==> config.mk <==
export PLATFORM = sky130hd
export DESIGN_NAME = ggpc_queue
export DESIGN_NICKNAME = d
export VERILOG_FILES = /design/src/hdl/ggpc_pkg.sv /design/src/hdl/ggpc_queue.sv
export SDC_FILE = /design/constraint.sdc
export NUM_CORES = 1
export LEC_CHECK = 0
export BUFFER_PORTS_ARGS = -buffer_cell sky130_fd_sc_hd__buf_2
export CORE_ASPECT_RATIO = 0.5
export CORE_MARGIN = 2
export CORE_UTILIZATION = 47
export CTS_CLUSTER_SIZE = 16
export DETAILED_ROUTE_END_ITERATION = 16
export PLACE_DENSITY = 0.82
export SLEW_MARGIN = 20
export SYNTH_ARGS = -nofsm -noshare
export SYNTH_HDL_FRONTEND = slang
export SYNTH_SLANG_ARGS = --single-unit
==> constraint.sdc <==
create_clock -name clk -period 4.78 [get_ports clk]
set_clock_uncertainty 0.05 [all_clocks]
set_input_delay 0.239 -clock clk [delete_from_list [all_inputs] [get_ports clk]]
set_output_delay 0.239 -clock clk [all_outputs]
set_load 0.05 [all_outputs]
==> src/hdl/ggpc_pkg.sv <==
// Shared types, constants and codes for the greedy grid point clusterer.
package ggpc_pkg;

    localparam int MAX_CLUSTERS = 64;
    localparam int MAX_MEMB     = 256;
    localparam int CID_W        = $clog2(MAX_CLUSTERS);
    localparam int CU_W         = $clog2(MAX_CLUSTERS + 1);
    localparam int MIDX_W       = $clog2(MAX_MEMB);
    localparam int MU_W         = $clog2(MAX_MEMB + 1);

    localparam int COORD_W  = 32;
    localparam int RADIUS_W = 24;
    localparam int TAG_W    = 31;
    localparam int SUM_W    = 48;
    localparam int CNT_W    = 16;
    localparam int DIV_W    = 48;
    localparam int DVSR_W   = 32;
    localparam int ACC_W    = 98;

    localparam int MEMB_W = 2 * COORD_W + CID_W;
    localparam int CLU_W  = 2 * SUM_W + CNT_W;

    localparam logic              KIND_POINT  = 1'b0;
    localparam logic              KIND_FLUSH  = 1'b1;
    localparam logic [CNT_W-1:0]  COUNT_LIMIT = 16'hFFFF;
    localparam logic [3:0]        NO_HIT      = 4'd15;
    localparam logic [3:0]        CENTER_K    = 4'd4;
    localparam logic [COORD_W-1:0] GRID_MAX   = 32'hFFFF_FFFF;

    typedef enum logic [2:0] {
        ST_JOINED = 3'd0,
        ST_NEW    = 3'd1,
        ST_REJECT = 3'd2,
        ST_REPORT = 3'd3,
        ST_EMPTY  = 3'd4
    } status_t;

    typedef struct packed {
        logic               kind;
        logic [COORD_W-1:0] px;
        logic [COORD_W-1:0] py;
        logic [TAG_W-1:0]   tag;
        logic [COORD_W-1:0] gx;
        logic [COORD_W-1:0] gy;
    } item_t;

    typedef struct packed {
        status_t            status;
        logic [CID_W-1:0]   cid;
        logic [TAG_W-1:0]   tag;
        logic [COORD_W-1:0] cx;
        logic [COORD_W-1:0] cy;
        logic [CNT_W-1:0]   cnt;
        logic               last;
    } result_t;

    typedef struct packed {
        logic [CU_W-1:0] clusters;
        logic [MU_W-1:0] cells;
    } occ_t;

    typedef enum logic [1:0] {
        F_EMPTY,
        F_DIV,
        F_PUSH
    } front_state_t;

    typedef enum logic [3:0] {
        B_IDLE,
        B_M_RD,
        B_M_CHK,
        B_D_N,
        B_D_MUL,
        B_D_DIFF,
        B_D_SQ,
        B_D_CMP,
        B_DECIDE,
        B_U_RD,
        B_UPD,
        B_EMIT,
        B_F_RD,
        B_F_DIV,
        B_F_WAIT,
        B_F_NEXT
    } back_state_t;

endpackage

==> src/hdl/ggpc_queue.sv <==
// Two-entry queue between the front and back parts.
module ggpc_queue
    import ggpc_pkg::*;
(
    input  logic  clk,
    input  logic  rst_n,
    input  logic  push,
    input  item_t push_item,
    output logic  full,
    input  logic  pop,
    output item_t pop_item,
    output logic  empty
);

    item_t      ent_reg [2];
    logic       wr_reg, wr_next;
    logic       rd_reg, rd_next;
    logic [1:0] cnt_reg, cnt_next;
    logic       do_push, do_pop;

    assign full     = cnt_reg == 2'd2;
    assign empty    = cnt_reg == 2'd0;
    assign do_push  = push && !full;
    assign do_pop   = pop && !empty;
    assign pop_item = ent_reg[rd_reg];

    always_comb
    begin
        wr_next  = wr_reg ^ do_push;
        rd_next  = rd_reg ^ do_pop;
        cnt_next = cnt_reg + {1'b0, do_push} - {1'b0, do_pop};
    end

    always_ff @(posedge clk or negedge rst_n)
    begin
        if (!rst_n)
        begin
            wr_reg  <= 1'b0;
            rd_reg  <= 1'b0;
            cnt_reg <= '0;
        end
        else
        begin
            wr_reg  <= wr_next;
            rd_reg  <= rd_next;
            cnt_reg <= cnt_next;
        end
    end

    always_ff @(posedge clk)
    begin
        if (do_push)
        begin
            ent_reg[wr_reg] <= push_item;
        end
    end

endmodule

Word-level counts from Yosys, hierarchy flattened

Memory sizes are Yosys's and may differ from the RTL's.
Index checks and enable logic that the tools add are counted.

Bits in registers: 4
Memory bits (writable): 320
Input bits: 164
Output and inout port bits: 162
Word-level logic and storage cells: 16
Memories kept: 1

Memories:

| memory  | depth | width | read ports | clocked after Yosys merged registers in | wr ports | line             | source |
|---|---|---|---|---|---|---|---|
| ent_reg | 2     | 160   | 1          | 0                                       | 1        | ggpc_queue.sv:15 | `item_t ent_reg [2];` |

Add/sub/neg operators: 2
Eq/ne operators: 1
Mux-type cells: 2
Bitwise gates (word level): 2
Reductions and logical operators: 5

Operators with widths:

| operator           | count |
|---|---|
| $add 2x1->2        | 1 |
| $eq 2x2->1 const B | 1 |
| $logic_and 1x1->1  | 2 |
| $logic_not 1->1    | 2 |
| $logic_not 2->1    | 1 |
| $mux 1             | 2 |
| $sub 2x1->2        | 1 |
| $xor 1x1->1        | 2 |

Depth between registers and ports, before layout

Word-level depth: 5
Mapped depth: 7
Depth with buffers taken out: 7

Worst setup path after synthesis

Ideal clock, no wire load.

Kind: flip-flop to flip-flop
Start point: register cnt_reg[1]
End point: memory ent_reg[1][0] (netlist bit) (enable)
Setup time: 540 ps
Data arrival time: 4371 ps
Data required time: 4190 ps
Path slack: -181 ps
Cell stages (with the launch flop): 4
Cell sequence: dfrtp_1 -> nand2b_1 -> and2_1 -> ha_1

Word-level cells in the longest chain between the ends: 5

Ends and longest elaborated chain:

| item                         | line             | source |
|---|---|---|
| start, declared              | ggpc_queue.sv:18 | `logic [1:0] cnt_reg, cnt_next;` |
| start signal, assigned       | ggpc_queue.sv:46 | `cnt_reg <= cnt_next;` |
| $eq 2x2->1                   | ggpc_queue.sv:21 | `assign full = cnt_reg == 2'd2;` |
| $logic_not 1->1              | ggpc_queue.sv:23 | `assign do_push = push && !full;` |
| $logic_and 1x1->1            | ggpc_queue.sv:23 |  |
| $mux 1                       | ggpc_queue.sv:52 | `if (do_push)` |
| $mux 1 (not written as such) | ggpc_queue.sv:54 | `ent_reg[wr_reg] <= push_item;` |
| end, declared                | ggpc_queue.sv:15 |  |

Every way passes these cells.

==> impl_metrics.csv <==
group,metric,value,unit
status,status,"finished clean",
placed_design,placed_area,0.0141,sq mm
placed_design,dp_slack,2.33,ns
critical_path,reg2reg_slack,2.34,ns
detailed_routing,detail-route-antenna-nets,0,
critical_path,cp_max_fo,57,
sta,hold_viol_final,0,
grt,grt_overflow,0,
yosys,synth_area_leaders,"edfxtp_1 79%, mux2_4 11%, mux2_2 6.5%",
yosys,synth_fp_nets,686,
grt,grt.total_usage,20.5,%
clocking,ctsResizeCount,0,
yosys,synth_xor_area_share,0.217,%
placed_design,port-buffer-count,325,
grt,antenna_found_initial,2,
floorplanning,design.core.area,0.0253,sq mm
yosys,synth_compound_area_share,0.0619,%
critical_path,slowest_stage,"dfrtp_4",
sta,slew_headroom,42.5,%
critical_path,cp-start-kind,"register",
cells_and_area,largest_register_ffs,320,
cells_and_area,nets,1194,
grt,grt_max_degree,105,
cells_and_area,instances_no_fill,1395,
critical_path,crit_path_end_kind,"output pin",
grt,grt_pass1_wl,42.4,mm
detailed_routing,drt-vias-per-instance,4.93,
detailed_routing,drt_first_pass_iters,5,
sta,finalSetupViolCount,0,
yosys,synthFlopType,"edfxtp_1",
yosys,synth_seq_cells,324,
grt,grt_pass1_vias,7461,
yosys,synthMuxAreaShare,17.6,%
power,ir_drop,558,uV
floorplanning,dieArea,0.0272,sq mm
sta,drv_slew,0,
clocking,clkTransAtPathRegs,0.07,ns
clocking,htreeDepth,1,
sta,setup_tns,0,ns
critical_path,path_cells,"buf_4, mux2_2, buf_2",
detailed_routing,drc,0,
clocking,clockRootBuffer,"clkbuf_16",
floorplanning,num_io_pins,326,
cells_and_area,drive_above_1_share,51.3,%
sta,rsz0062_at_grt,"false",
yosys,synth_top_area_share,79.2,%
sta,period_needed,3.00,ns
critical_path,slowest_delay,0.98,ns
yosys,yosys-top-cells-count,"320 x edfxtp_1, 90 x mux2_4, 70 x mux2_2, 11 x buf_6, 7 x buf_2",
detailed_routing,num_vias,6874,
placed_design,dpl.hpwl,16.6,mm
floorplanning,die_h,118,um
clocking,cts_made_buffers,29,
floorplanning,start_util,47.9,%
sta,worst_pin_slew,0.863,ns
run,max_cap_viol_count,0,
yosys,syn_area_per_cell,23.4,sq um
critical_path,crit_arrival,2.71,ns
critical_path,cp.required,4.49,ns
yosys,yosysUniqueCellTypes,15,
sta,period_share,62.8,%
yosys,synthAdderAreaFrac,0.413,%
floorplanning,placementRows,41,
detailed_routing,wire_per_inst,20.3,um
floorplanning,die_w,231,um
sta,setup_slack,1.78,ns
critical_path,worstSetupPathType,"register to output pin",
yosys,synth_top_family_by_area,"multiplexers",
cells_and_area,fin_util,66.7,%
sta,fmax,0.333,GHz
clocking,cts_tree,"yes",
power,power_density,693,mW/mm^2
yosys,synth-edff-count,320,
clocking,cts.sinks,324,
cells_and_area,area_growth,39.0,%
placed_design,gp_congestion,0.838,
yosys,synth_top_area_cell,"edfxtp_1",
power,power_leakage,6.63,nW
placed_design,dp.cells,1176,
yosys,ys_seq_area_share,80.1,%
yosys,yosys.cell_count.top_type,"edfxtp_1",
yosys,synth_area,0.0121,sq mm
yosys,async_flop_share,1.23,%
yosys,synthSimpleGateAreaFrac,0.165,%
cells_and_area,finalInstanceArea,0.0169,sq mm
min_path,min_path_type,"input pin to register",
clocking,clk_path_buf_depth,3,
yosys,syn-instance-count,518,
detailed_routing,drt_iter0_markers,381,
detailed_routing,drt-total-wl,28.3,mm
yosys,ys_warn_count,0,
clocking,insertion_delay,0.55,ns
-- through the flow --
stage | total power, mW | hold WS (ns)
after global routing | 12.1 | 0.144
after detailed placement | 8.96 | 0.00287
final | 11.7 | 0.151
after CTS | 11.7 | 0.115
after global placement | 8.86 | -0.00207
after floorplan | 8.09 | -0.107
-- critical path: cells and delay by family (launching register included) --
| family | cells | cell delay, ns |
|---|---|---|
| buffers and inverters | 2 | 0.72 |
| muxes | 1 | 0.39 |
| DFF | 1 | 0.98 |
-- final cells by class --
| type | instances | area, sq um |
|---|---|---|
| Fill cell | 1657 | 8430 |
| Inverter | 4 | 15.0 |
| Clock buffer | 31 | 733 |
| Multi-Input combinational cell | 172 | 2270 |
| Timing Repair Buffer | 495 | 3350 |
| Sequential cell | 324 | 9710 |
| Antenna cell | 2 | 5.00 |
| Clock inverter | 23 | 345 |
| Tap cell | 344 | 430 |
-- routing by layer --
metal | part of all wire, % | vias up | GRT usage [%] | wire length [um]
met5 | 0 | - | 0 | 0
met4 | 4.6 | 0 | 9.35 | 1300
met3 | 3.1 | 83 | 2.81 | 878
met2 | 58 | 211 | 40.5 | 16300
met1 | 35 | 3491 | 21.4 | 9840
li1 | - | 3089 | - | -
-- where the power goes --
group | switching, mW | internal, mW
Combinational | 3.38 | 1.49
Clock | 1.05 | 1.60
Sequential | 0.273 | 3.89
Total | 4.71 | 6.97
-- placed cells by master (no fill, tap or decap), drive strengths merged, types with 4 or more instances in the layout --
cell and instances:
buf 332, bufinv 9, clkbuf 31, clkinv 10
dfrtp 4, dlygate4sd3 163, edfxtp 320, ha 4
inv 6, mux2 160
-- path summary, 6_finish.rpt --
kind                            cells past startpoint                  endpoint            startpoint
worst max-delay path                                3             pop_item[159]      rd_reg$_DFF_PN0_
worst min-delay path                                4          wr_reg$_DFF_PN0_                  push
worst max register to register                      4  ent_reg[0][95]$_DFFE_PP_  cnt_reg[0]$_DFF_PN0_
worst min register to register                      1      cnt_reg[1]$_DFF_PN0_  cnt_reg[1]$_DFF_PN0_
max in group asynchronous                           3          rd_reg$_DFF_PN0_                 rst_n
min in group asynchronous                           3          wr_reg$_DFF_PN0_                 rst_n
-- cells by family (layout without fill, tap and decap cells) --
family | after synthesis | in the layout
simple gates | 4 | 4
compound gates | 1 | 1
buf+inv | 22 | 553
mux | 160 | 160
xor+xnor | 3 | 3
other cells | 0 | 2
fa+ha+maj | 4 | 4
flops | 324 | 324
-- what timing repair did --
| item | 4_1_cts | 5_1_grt |
|---|---|---|
| buffers inserted | 0 | 0 |
| setup endpoints to repair | 0 | 0 |
| endpoints found under the hold margin | 325 | 0 |
| hold buffers | 163 | 0 |
Note: power is estimated with default switching activity, not from simulation.
