$ cat src/hdl/ggpc_pkg.sv
// Shared types, constants and codes for the greedy grid point clusterer.
package ggpc_pkg;

    localparam int MAX_CLUSTERS = 64;
    localparam int MAX_MEMB     = 256;
    localparam int CID_W        = $clog2(MAX_CLUSTERS);
    localparam int CU_W         = $clog2(MAX_CLUSTERS + 1);
    localparam int MIDX_W       = $clog2(MAX_MEMB);
    localparam int MU_W         = $clog2(MAX_MEMB + 1);

    localparam int COORD_W  = 32;
    localparam int RADIUS_W = 24;
    localparam int TAG_W    = 31;
    localparam int SUM_W    = 48;
    localparam int CNT_W    = 16;
    localparam int DIV_W    = 48;
    localparam int DVSR_W   = 32;
    localparam int ACC_W    = 98;

    localparam int MEMB_W = 2 * COORD_W + CID_W;
    localparam int CLU_W  = 2 * SUM_W + CNT_W;

    localparam logic              KIND_POINT  = 1'b0;
    localparam logic              KIND_FLUSH  = 1'b1;
    localparam logic [CNT_W-1:0]  COUNT_LIMIT = 16'hFFFF;
    localparam logic [3:0]        NO_HIT      = 4'd15;
    localparam logic [3:0]        CENTER_K    = 4'd4;
    localparam logic [COORD_W-1:0] GRID_MAX   = 32'hFFFF_FFFF;

    typedef enum logic [2:0] {
        ST_JOINED = 3'd0,
        ST_NEW    = 3'd1,
        ST_REJECT = 3'd2,
        ST_REPORT = 3'd3,
        ST_EMPTY  = 3'd4
    } status_t;

    typedef struct packed {
        logic               kind;
        logic [COORD_W-1:0] px;
        logic [COORD_W-1:0] py;
        logic [TAG_W-1:0]   tag;
        logic [COORD_W-1:0] gx;
        logic [COORD_W-1:0] gy;
    } item_t;

    typedef struct packed {
        status_t            status;
        logic [CID_W-1:0]   cid;
        logic [TAG_W-1:0]   tag;
        logic [COORD_W-1:0] cx;
        logic [COORD_W-1:0] cy;
        logic [CNT_W-1:0]   cnt;
        logic               last;
    } result_t;

    typedef struct packed {
        logic [CU_W-1:0] clusters;
        logic [MU_W-1:0] cells;
    } occ_t;

    typedef enum logic [1:0] {
        F_EMPTY,
        F_DIV,
        F_PUSH
    } front_state_t;

    typedef enum logic [3:0] {
        B_IDLE,
        B_M_RD,
        B_M_CHK,
        B_D_N,
        B_D_MUL,
        B_D_DIFF,
        B_D_SQ,
        B_D_CMP,
        B_DECIDE,
        B_U_RD,
        B_UPD,
        B_EMIT,
        B_F_RD,
        B_F_DIV,
        B_F_WAIT,
        B_F_NEXT
    } back_state_t;

endpackage

$ cat src/hdl/ggpc_div.sv
// Restoring divider, one quotient bit per cycle.
module ggpc_div
    import ggpc_pkg::*;
(
    input  logic              clk,
    input  logic              rst_n,
    input  logic              start,
    input  logic [DIV_W-1:0]  dividend,
    input  logic [DVSR_W-1:0] divisor,
    output logic              busy,
    output logic              done,
    output logic [DIV_W-1:0]  quotient
);

    localparam int STEP_W = $clog2(DIV_W);
    localparam logic [STEP_W-1:0] LAST_STEP = STEP_W'(DIV_W - 1);

    logic              busy_reg, busy_next;
    logic              done_reg, done_next;
    logic [STEP_W-1:0] cnt_reg, cnt_next;
    logic [DVSR_W-1:0] rem_reg, rem_next;
    logic [DVSR_W-1:0] dvsr_reg, dvsr_next;
    logic [DIV_W-1:0]  quo_reg, quo_next;
    logic [DVSR_W:0]   trial;
    logic              fits;

    assign trial = {rem_reg, quo_reg[DIV_W-1]};
    assign fits  = trial >= {1'b0, dvsr_reg};

    always_comb
    begin
        busy_next = busy_reg;
        done_next = 1'b0;
        cnt_next  = cnt_reg;
        rem_next  = rem_reg;
        dvsr_next = dvsr_reg;
        quo_next  = quo_reg;
        if (start)
        begin
            busy_next = 1'b1;
            cnt_next  = '0;
            rem_next  = '0;
            dvsr_next = divisor;
            quo_next  = dividend;
        end
        else if (busy_reg)
        begin
            rem_next = fits ? DVSR_W'(trial - {1'b0, dvsr_reg}) : trial[DVSR_W-1:0];
            quo_next = {quo_reg[DIV_W-2:0], fits};
            cnt_next = cnt_reg + 1'b1;
            if (cnt_reg == LAST_STEP)
            begin
                busy_next = 1'b0;
                done_next = 1'b1;
            end
        end
    end

    always_ff @(posedge clk or negedge rst_n)
    begin
        if (!rst_n)
        begin
            busy_reg <= 1'b0;
            done_reg <= 1'b0;
            cnt_reg  <= '0;
        end
        else
        begin
            busy_reg <= busy_next;
            done_reg <= done_next;
            cnt_reg  <= cnt_next;
        end
    end

    always_ff @(posedge clk)
    begin
        rem_reg  <= rem_next;
        dvsr_reg <= dvsr_next;
        quo_reg  <= quo_next;
    end

    assign busy     = busy_reg;
    assign done     = done_reg;
    assign quotient = quo_reg;

endmodule

$ cat src/hdl/ggpc_front.sv
// Front part: takes input transfers and computes each point's grid cell.
module ggpc_front
    import ggpc_pkg::*;
(
    input  logic                clk,
    input  logic                rst_n,
    input  logic                in_valid,
    output logic                in_ready,
    input  logic                kind,
    input  logic [COORD_W-1:0]  pos_x,
    input  logic [COORD_W-1:0]  pos_y,
    input  logic [TAG_W-1:0]    tag,
    input  logic [RADIUS_W-1:0] radius,
    output logic                q_push,
    output item_t               q_item,
    input  logic                q_full
);

    front_state_t state_reg, state_next;
    item_t        item_reg, item_next;
    logic         accept, start;
    logic [DVSR_W-1:0] r_eff;
    logic         busy_x, busy_y, done_x, done_y;
    logic [DIV_W-1:0] qx, qy;

    assign r_eff  = (radius == '0) ? DVSR_W'(1) : DVSR_W'(radius);
    assign accept = in_valid && in_ready;
    assign start  = accept && (kind == KIND_POINT);

    ggpc_div u_div_x (
        .clk      (clk),
        .rst_n    (rst_n),
        .start    (start),
        .dividend (DIV_W'(pos_x)),
        .divisor  (r_eff),
        .busy     (busy_x),
        .done     (done_x),
        .quotient (qx)
    );

    ggpc_div u_div_y (
        .clk      (clk),
        .rst_n    (rst_n),
        .start    (start),
        .dividend (DIV_W'(pos_y)),
        .divisor  (r_eff),
        .busy     (busy_y),
        .done     (done_y),
        .quotient (qy)
    );

    always_comb
    begin
        state_next = state_reg;
        unique case (state_reg)
            F_EMPTY:
            begin
                if (accept)
                begin
                    state_next = (kind == KIND_FLUSH) ? F_PUSH : F_DIV;
                end
            end
            F_DIV:
            begin
                if (done_x && done_y && !busy_x && !busy_y)
                begin
                    state_next = F_PUSH;
                end
            end
            F_PUSH:
            begin
                if (!q_full)
                begin
                    state_next = F_EMPTY;
                end
            end
            default: state_next = F_EMPTY;
        endcase
    end

    always_comb
    begin
        in_ready  = 1'b0;
        q_push    = 1'b0;
        item_next = item_reg;
        unique case (state_reg)
            F_EMPTY:
            begin
                in_ready = 1'b1;
                if (accept)
                begin
                    item_next.kind = kind;
                    item_next.px   = pos_x;
                    item_next.py   = pos_y;
                    item_next.tag  = tag;
                    item_next.gx   = '0;
                    item_next.gy   = '0;
                end
            end
            F_DIV:
            begin
                if (done_x)
                begin
                    item_next.gx = qx[COORD_W-1:0];
                    item_next.gy = qy[COORD_W-1:0];
                end
            end
            F_PUSH:
            begin
                q_push = 1'b1;
            end
            default: ;
        endcase
    end

    assign q_item = item_reg;

    always_ff @(posedge clk or negedge rst_n)
    begin
        if (!rst_n)
        begin
            state_reg <= F_EMPTY;
        end
        else
        begin
            state_reg <= state_next;
        end
    end

    always_ff @(posedge clk)
    begin
        item_reg <= item_next;
    end

endmodule

$ cat config.mk
export PLATFORM = sky130hd
export DESIGN_NAME = ggpc_front
export DESIGN_NICKNAME = d
export VERILOG_FILES = /design/src/hdl/ggpc_pkg.sv /design/src/hdl/ggpc_div.sv /design/src/hdl/ggpc_front.sv
export SDC_FILE = /design/constraint.sdc
export NUM_CORES = 1
export LEC_CHECK = 0
export BUFFER_PORTS_ARGS = -buffer_cell sky130_fd_sc_hd__clkbuf_2
export CORE_ASPECT_RATIO = 0.8
export CORE_UTILIZATION = 45
export DETAILED_ROUTE_END_ITERATION = 12
export PLACE_DENSITY = 0.78
export SYNTH_ARGS = -nofsm -noshare
export SYNTH_HDL_FRONTEND = slang
export SYNTH_HIERARCHICAL = 1
export SYNTH_SLANG_ARGS = --single-unit
$ cat constraint.sdc
create_clock -name clk -period 5.6 [get_ports clk]
set_input_delay 1.4 -clock clk [delete_from_list [all_inputs] [get_ports clk]]
set_output_delay 1.4 -clock clk [all_outputs]
set_load 0.03 [all_outputs]
## After elaboration in Yosys (flattened, before gate mapping)

Index checks and enable logic that the tools add are counted.

- Flip-flop bits (word level): 370
- Output and inout bits: 162
- Word-level logic and storage cells: 83

- $add $sub $neg: 4
- Order comparisons: 2
- Eq/ne operators: 8
- Mux-type cells: 32
- Bitwise gates (word level): 1
- Reductions and logical operators: 15

Operators by type and width:

| operator | count |
|---|---|
| $mux 32 | 6 |
| $mux 64 | 2 |
| $pmux 64 s2 | 1 |
| $ge 33x32->1 | 2 |
| $sub 32x32->32 | 2 |
| $logic_not 24->1 | 1 |
| $mux 6 | 4 |
| $mux 1 | 14 |
| $add 6x1->6 const B | 2 |
| $eq 6x6->1 const B | 2 |
| $mux 2 | 4 |
| $ne 2x2->1 const B | 3 |
| $pmux 2 s3 | 1 |
| $reduce_and 3->1 | 2 |
| $reduce_bool 2->1 | 3 |
| $logic_and 1x1->1 | 5 |
| $eq 2x1->1 const B | 1 |
| $eq 2x2->1 const B | 1 |
| $logic_not 1->1 | 2 |
| $logic_not 2->1 | 1 |
| $ne 2x1->1 const B | 1 |
| $reduce_and 2->1 | 1 |
| $not 1->1 | 1 |

## Longest topological paths before layout

Gate-level depths: netlist of run 1.

- Depth in word-level cells: 5
- Mapped depth: 13
- Gate-level depth less buffers: 12

## Hierarchy

The synthesis of run 1 kept the hierarchy.

By module, submodules not included:

| module | times used | cells each | area each (µm²) |
|---|---|---|---|
| ggpc_div | 2 | 649 | 6,732.7 |
| ggpc_front | 1 | 281 | 5,546.6 |

## Least setup slack after synthesis of run 1

Ideal clock, no wire load.

- Path kind: input port to flip-flop
- From: in in_valid
- To: reg u_div_x.quo_reg[0], in the netlist u_div_x/quotient[0], enable pin
- Library setup time: 0.402 ns
- Arrival time: 5.903 ns
- Required time: 5.198 ns
- Path slack: -0.705 ns
- Stages: 6
- Path buffers: 2
- Path through: nand2_1 nor2_1 clkbuf_1 clkbuf_1 nor2_1 inv_1

- Cells in the longest elaborated chain, start to end: 3

RTL lines:

| item | RTL line | text |
|---|---|---|
| start: declaration | ggpc_front.sv:7 | `input logic in_valid,` |
| $logic_and 1x1->1 | ggpc_front.sv:27 | `assign accept = in_valid && in_ready;` |
| $logic_and 1x1->1 | ggpc_front.sv:28 | `assign start = accept && (kind == KIND_POINT);` |
| via start | ggpc_front.sv:21 | `logic accept, start;` |
| $reduce_bool 2->1 (no source line) | n/a |  |
| end signal: assignment | ggpc_div.sv:79 | `quo_reg <= quo_next;` |
| end: declaration | ggpc_div.sv:23 | `logic [DIV_W-1:0] quo_reg, quo_next;` |

The timed path passes the listed nets, and every way through them passes these cells.
A chain may end at the register's enable or synchronous reset.

## Worst setup path after layout of run 1

- From: reg u_div_y.dvsr_reg[1]
- To: reg u_div_y.rem_reg[4]

- Cells in the longest elaborated chain, start to end: 2
- Elaborated cells between the ends (all ways): 3
- Classes of those cells: 1 x add/sub; 1 x order compare; 1 x mux

RTL lines:

| item | RTL line | text |
|---|---|---|
| start: declaration | ggpc_div.sv:22 | `logic [DVSR_W-1:0] dvsr_reg, dvsr_next;` |
| start signal: assignment | ggpc_div.sv:78 | `dvsr_reg <= dvsr_next;` |
| $sub 32x32->32 or $ge 33x32->1 (tied branches) | ggpc_div.sv:48, ggpc_div.sv:28 |  |
| $mux 32 (*) | ggpc_div.sv:48 | `rem_next = fits ? DVSR_W'(trial - {1'b0, dvsr_reg}) : trial[DVSR_W-1:0];` |
| end signal: assignment | ggpc_div.sv:77 | `rem_reg <= rem_next;` |
| end: declaration | ggpc_div.sv:21 | `logic [DVSR_W-1:0] rem_reg, rem_next;` |

Every way passes the cells marked *; elsewhere a longest branch is shown, timed or not.

==> results of run 1 <==
cell families after synthesis:
| family | synth area share |
|---|---|
| AO/OA/AOI/OAI | 0.1060 |
| AND/OR/NAND/NOR | 0.1191 |
| other | 0.0001972 |
| flip-flops | 0.5965 |
| buffers and inverters | 0.04383 |
| XOR/XNOR | 0.02764 |
| adder cells (fa/ha/maj) | 0.04554 |
| multiplexers | 0.06120 |
worst max-delay path, cell delays in order (launching register included):
cell and delay (ns):
edfxtp_1 0.41, inv_1 0.08, ha_1 0.23, nor2b_1 0.14, o2111ai_1 0.36, a2111oi_4 0.14, nand3b_2 0.28, a21oi_2 0.35
o21a_1 1.02, nand2_1 0.16, a311oi_1 0.40
power breakdown:
part           internal, W  total (W)  leakage (nW)  switching (W)
clock              0.00176    0.00293         0.700        0.00117
combinational    0.0000318  0.0000749          4.37      0.0000431
sequential         0.00320    0.00320          3.43              0
path summary, 6_finish.rpt:
kind	startpoint	slack, ns	end
setup / recovery	u_div_y/dvsr_reg[1]	1.88	u_div_y/rem_reg[4]
hold / removal	u_div_y/rem_reg[18]	0.49	u_div_y/rem_reg[19]
setup reg to reg	u_div_y/dvsr_reg[1]	1.88	u_div_y/rem_reg[4]
hold reg to reg	u_div_y/rem_reg[18]	0.49	u_div_y/rem_reg[19]
max in group asynchronous	rst_n	4.47	u_div_y/busy
min in group asynchronous	rst_n	0.79	u_div_y/cnt_reg[4]
cells in the mapped netlist, types with 7 or more instances:
cell type / n / area [µm²]
a211oi_1: 8 / 60.06
nor3_1: 8 / 40.04
o21bai_1: 7 / 52.55
nand2b_1: 8 / 50.05
a21oi_1: 77 / 385.4
dfrtp_1: 18 / 450.4
a311oi_1: 48 / 420.4
and2_1: 70 / 437.9
nand2_1: 180 / 675.7
inv_1: 85 / 319.1
mux2_2: 98 / 1104
o21a_1: 10 / 75.07
o21ai_0: 45 / 225.2
nand3_1: 10 / 50.05
edfxtp_1: 320 / 9609
a21o_1: 24 / 180.2
ha_1: 66 / 825.8
dfxtp_1: 64 / 1281
o211ai_1: 10 / 75.07
xnor2_1: 34 / 297.8
buf_6: 11 / 123.9
nor4_1: 8 / 50.05
nand4_1: 29 / 181.4
o21ai_1: 8 / 40.04
xor2_1: 26 / 227.7
nor2b_1: 13 / 81.33
nor2_1: 112 / 420.4
buf_2: 23 / 115.1
clkbuf_1: 64 / 240.2
o31ai_1: 7 / 52.55
final cells by class:
type / instances / area, µm² / share of cell area
Clock buffer: 48 / 1031 / 0.04621
Clock inverter: 26 / 424.2 / 0.01901
Inverter: 85 / 320.3 / 0.01436
Multi-Input combinational cell: 1035 / 7024 / 0.3148
Sequential cell: 402 / 11340 / 0.5084
Tap cell: 544 / 680.7 / 0.03051
Timing Repair Buffer: 293 / 1486 / 0.06663
routing by layer:
metal	vias to the layer above	track usage
met5	-	0
met1	6306	0.2871
li1	6218	-
met2	537	0.3118
met4	0	0.04158
met3	48	0.03738
stage by stage:
stage | power (W) | instances | setup WS (ns) | instance area, µm²
2_1_floorplan | 0.003273 | 1626 | 0.3570 | 19190
3_3_place_gp | 0.003332 | 2359 | 1.873 | 20860
3_5_place_dp | 0.003335 | 2359 | 1.852 | 20860
4_1_cts | 0.006266 | 2433 | 1.930 | 22310
5_1_grt | 0.006387 | 2433 | 1.691 | 22310
6_report | 0.006205 | 2433 | 1.885 | 22310
==> results.py, run 1 <==
metrics = {
    "run_status": {
        "status": "completed",
    },
    "clock_tree": {
        "post_cts.repair.setup_buffers": 0,
        "htree_levels": 2,
        "cts-root-buf": "clkbuf_16",
        "clockBufferDepth": 3,
        "clk_pin_slew_ns": 0.06,
        "cts_sinks": 402,
        "cts_tree": "yes",
        "clkLatencyLatePin_ns": 0.56,
        "cts_made_buffers": 40,
        "cts_resized": 0,
        "cts_hold_buf": 0,
    },
    "min_path": {
        "worstHoldPathCells": 2,
        "hp-class": "reg2reg",
    },
    "logic_synthesis": {
        "synth_top_flop_cell": "edfxtp_1",
        "ys_seq_area_frac": 0.5965,
        "ys_types": 64,
        "postSynthCellCount": 1579,
        "synth_warnings": 6,
        "postSynthAreaPerCell_um2": 12.04,
        "ys_ff_latch": 402,
        "synth-edff-count": 320,
        "async_flop_share": 0.04478,
        "synth_area_mm2": 0.01901,
    },
    "routing": {
        "ant_nets": 0,
        "drt_iter0_markers": 1124,
        "route.vias.total": 13110,
        "dr_wl_met2_mm": 19.63,
        "route.layer.met1.wl_mm": 20.04,
        "dr.max_layer_used": "met4",
        "drt-pass1-iter-count": 5,
        "drc": 0,
        "wl_per_cell_um": 17.98,
        "drt_wl_total_mm": 43.75,
        "dr_wl_met3_mm": 3.433,
        "vias_per_cell": 5.388,
    },
    "die": {
        "initial_core_util": 0.4623,
        "ios": 286,
        "num_rows": 66,
        "coreArea_mm2": 0.04112,
        "die_area_mm2": 0.04308,
        "die-width_um": 231.8,
        "fp.dieH_um": 185.8,
    },
    "grt": {
        "antenna_found_initial": 0,
        "grt_first_pass_wirelength_mm": 67.14,
        "grt_pass1_vias": 12160,
        "grt_max_degree": 82,
        "grtUsageTotal": 0.1990,
        "overflow": 0,
    },
    "sta": {
        "relSlewSlack": 0.1769,
        "finalSetupViolations": 0,
        "max_freq_ghz": 0.2691,
        "rsz0062_at_grt": "false",
        "finalClockSkew_ns": 0.02195,
        "tightest_slew_ns": 1.232,
        "hold_viol_final": 0,
        "maxSlewViolCount": 0,
        "min_period_ns": 3.715,
        "holdWs_ns": 0.4913,
        "fin_crit_sh": 0.6635,
        "fin_setup_tns_ns": 0,
    },
    "power_and_ir_drop": {
        "peakVddDrop_mv": 0.2146,
        "leakagePower_nw": 8.501,
        "powerDensity_mw_per_mm2": 278.1,
    },
    "setup_path": {
        "arrival_ns": 4.14,
        "path_class": "reg2reg",
        "end_kind": "flip-flop",
        "crit_required_ns": 6.03,
        "critPathMaxFanout": 29,
        "cp-start-kind": "flip-flop",
        "reg2reg_depth": 10,
    },
    "finish": {
        "drive_gt1_frac": 0.2578,
        "largest_reg_flops": 160,
        "n_antenna_cell": 0,
        "layout_commonest_cell": "edfxtp_1",
        "nNetsFinal": 2049,
        "fill_cells": 3350,
        "final_core_util": 0.5425,
        "mostFrequentLayoutCells": "edfxtp_1, clkbuf_2, nand2_1",
        "syn_to_final_growth_pct": 17.35,
    },
    "placement": {
        "io_buffers": 285,
        "hpwl_mm": 30.38,
        "place_congestion": 0.9110,
    },
    "flow_run": {
        "cap_violations": 0,
    },
}
Power figures use the tool's default switching activity.
==> inputs of run 2 (changes only) <==
==> constraint.sdc (replaced) <==
create_clock -name clk -period 3.35 [get_ports clk]
set_input_delay 0.8375 -clock clk [delete_from_list [all_inputs] [get_ports clk]]
set_output_delay 0.8375 -clock clk [all_outputs]
set_load 0.03 [all_outputs]
==> run 2 against run 1 <==
Compared with the run above:
- power grew 63%
- sequential power is 67% higher
- clock power increased by 58%
- non-clock buffer count grew 15
- critical path depth unchanged
- cell area grew 0.85%
- global-route usage up 0.43 points
==> results.py, run 2 (synthesis results as in run 1) <==
metrics = {
    "die": {
        "initial_core_util": 0.4623,
        "die_area_mm2": 0.04308,
        "num_rows": 66,
        "fp.dieH_um": 185.8,
        "die-width_um": 231.8,
        "ios": 286,
        "coreArea_mm2": 0.04112,
    },
    "finish": {
        "fill_cells": 3369,
        "syn_to_final_growth_pct": 18.35,
        "nNetsFinal": 2065,
        "register_area_mm2": 0.01134,
        "multiInputGateArea_mm2": 0.007072,
        "layout_commonest_cell": "edfxtp_1",
        "drive_gt1_frac": 0.2668,
        "largest_reg_flops": 160,
        "fin_area_mm2": 0.02250,
        "n_antenna_cell": 0,
        "mostFrequentLayoutCells": "edfxtp_1, clkbuf_2, nand2_1",
    },
    "grt": {
        "grt_busiest_layer": "met2",
        "grtUsageTotal": 0.2033,
        "grt_pass1_vias": 12650,
        "use_met3": 0.04013,
        "grt_first_pass_wirelength_mm": 68.79,
        "antenna_found_initial": 2,
        "met1_usage": 0.2860,
        "use_met2": 0.3278,
        "grt_max_degree": 71,
        "overflow": 0,
    },
    "routing": {
        "drt_iter0_markers": 1169,
        "drt-pass1-iter-count": 5,
        "wl_per_cell_um": 18.12,
        "drt_wl_total_mm": 44.36,
        "route.vias.total": 13280,
        "drc": 0,
        "vias_per_cell": 5.423,
        "ant_nets": 0,
    },
    "clock_tree": {
        "cts_tree": "yes",
        "cts_sinks": 402,
        "htree_levels": 2,
        "post_cts.repair.setup_buffers": 0,
        "clkLatencyLatePin_ns": 0.57,
        "clk_pin_slew_ns": 0.07,
        "clockBufferDepth": 3,
        "cts_made_buffers": 40,
        "cts_hold_buf": 0,
        "cts-root-buf": "clkbuf_16",
        "cts_resized": 0,
    },
    "sta": {
        "setup_slack_ns": 0.1642,
        "finalSetupViolations": 0,
        "fin_crit_sh": 0.9510,
        "holdWs_ns": 0.2106,
        "tightest_slew_ns": 0.9371,
        "rsz0062_at_grt": "false",
        "finalClockSkew_ns": 0.02900,
        "hold_viol_final": 0,
        "maxSlewViolCount": 0,
        "fin_setup_tns_ns": 0,
        "relSlewSlack": 0.3752,
        "max_freq_ghz": 0.3139,
        "min_period_ns": 3.186,
    },
    "flow_run": {
        "cap_violations": 0,
    },
    "setup_path": {
        "arrival_ns": 3.62,
        "reg2reg_setup_slack_ns": 0.16,
        "end_kind": "flip-flop",
        "reg2reg_depth": 10,
        "crit_required_ns": 3.78,
        "cp-start-kind": "flip-flop",
        "critPathMaxFanout": 21,
        "path_class": "reg2reg",
    },
    "placement": {
        "dp_slack_ns": 0.1559,
        "io_buffers": 285,
        "place_area_mm2": 0.02112,
        "hpwl_mm": 31.93,
        "place_congestion": 0.9462,
    },
    "power_and_ir_drop": {
        "peakVddDrop_mv": 0.4011,
        "powerDensity_mw_per_mm2": 449.5,
        "leakagePower_nw": 8.557,
        "p_total_w": 0.01012,
    },
    "min_path": {
        "hp-class": "in2async",
    },
    "run_status": {
        "status": "completed",
    },
}
-- run 2: path summary, 6_finish.rpt --
check                                     from             endpoint
max in group asynchronous                rst_n         u_div_y/busy
hold / removal                           rst_n         state_reg[0]
min in group clk                       tag[20]           q_item[84]
hold reg to reg            u_div_x/rem_reg[23]  u_div_x/rem_reg[24]
setup reg to reg            u_div_y/rem_reg[5]  u_div_y/rem_reg[15]
setup / recovery            u_div_y/rem_reg[5]  u_div_y/rem_reg[15]
-- run 2: through the flow --
stage,instances,utilization
final,2448,0.5471
after CTS,2447,0.5469
after detailed placement,2374,0.5134
after global placement,2374,0.5134
after floorplan,1626,-
after global routing,2448,0.5471
-- run 2: layout make-up --
class / instances / area share
Clock inverter: 27 / 0.01568
Sequential cell: 402 / 0.5041
Multi-Input combinational cell: 1036 / 0.3143
Clock buffer: 46 / 0.04549
Inverter: 85 / 0.01462
Tap cell: 544 / 0.03025
Timing Repair Buffer: 308 / 0.07552
-- run 2: power by group --
group	internal (W)	total, W	switching [W]
registers	0.00535	0.00535	0
logic	0.0000532	0.000126	0.0000728
clock network	0.00270	0.00464	0.00195
total	0.00810	0.0101	0.00202
-- run 2: layer usage --
layer,part of all wire,wire (µm)
met1,0.44,19710
met4,0.014,622
met2,0.46,20330
met5,0.00061,27
met3,0.083,3674
-- run 2: critical path: stages (launching register included) --
cell and delay [ns]:
dfxtp_1 0.34, ha_1 0.38, a21oi_1 0.20, o21ai_0 0.25
a22oi_1 0.41, nand3b_2 0.18, a21oi_2 0.35, o21a_1 0.21
buf_4 0.28, nand2_1 0.12, a311oi_1 0.34
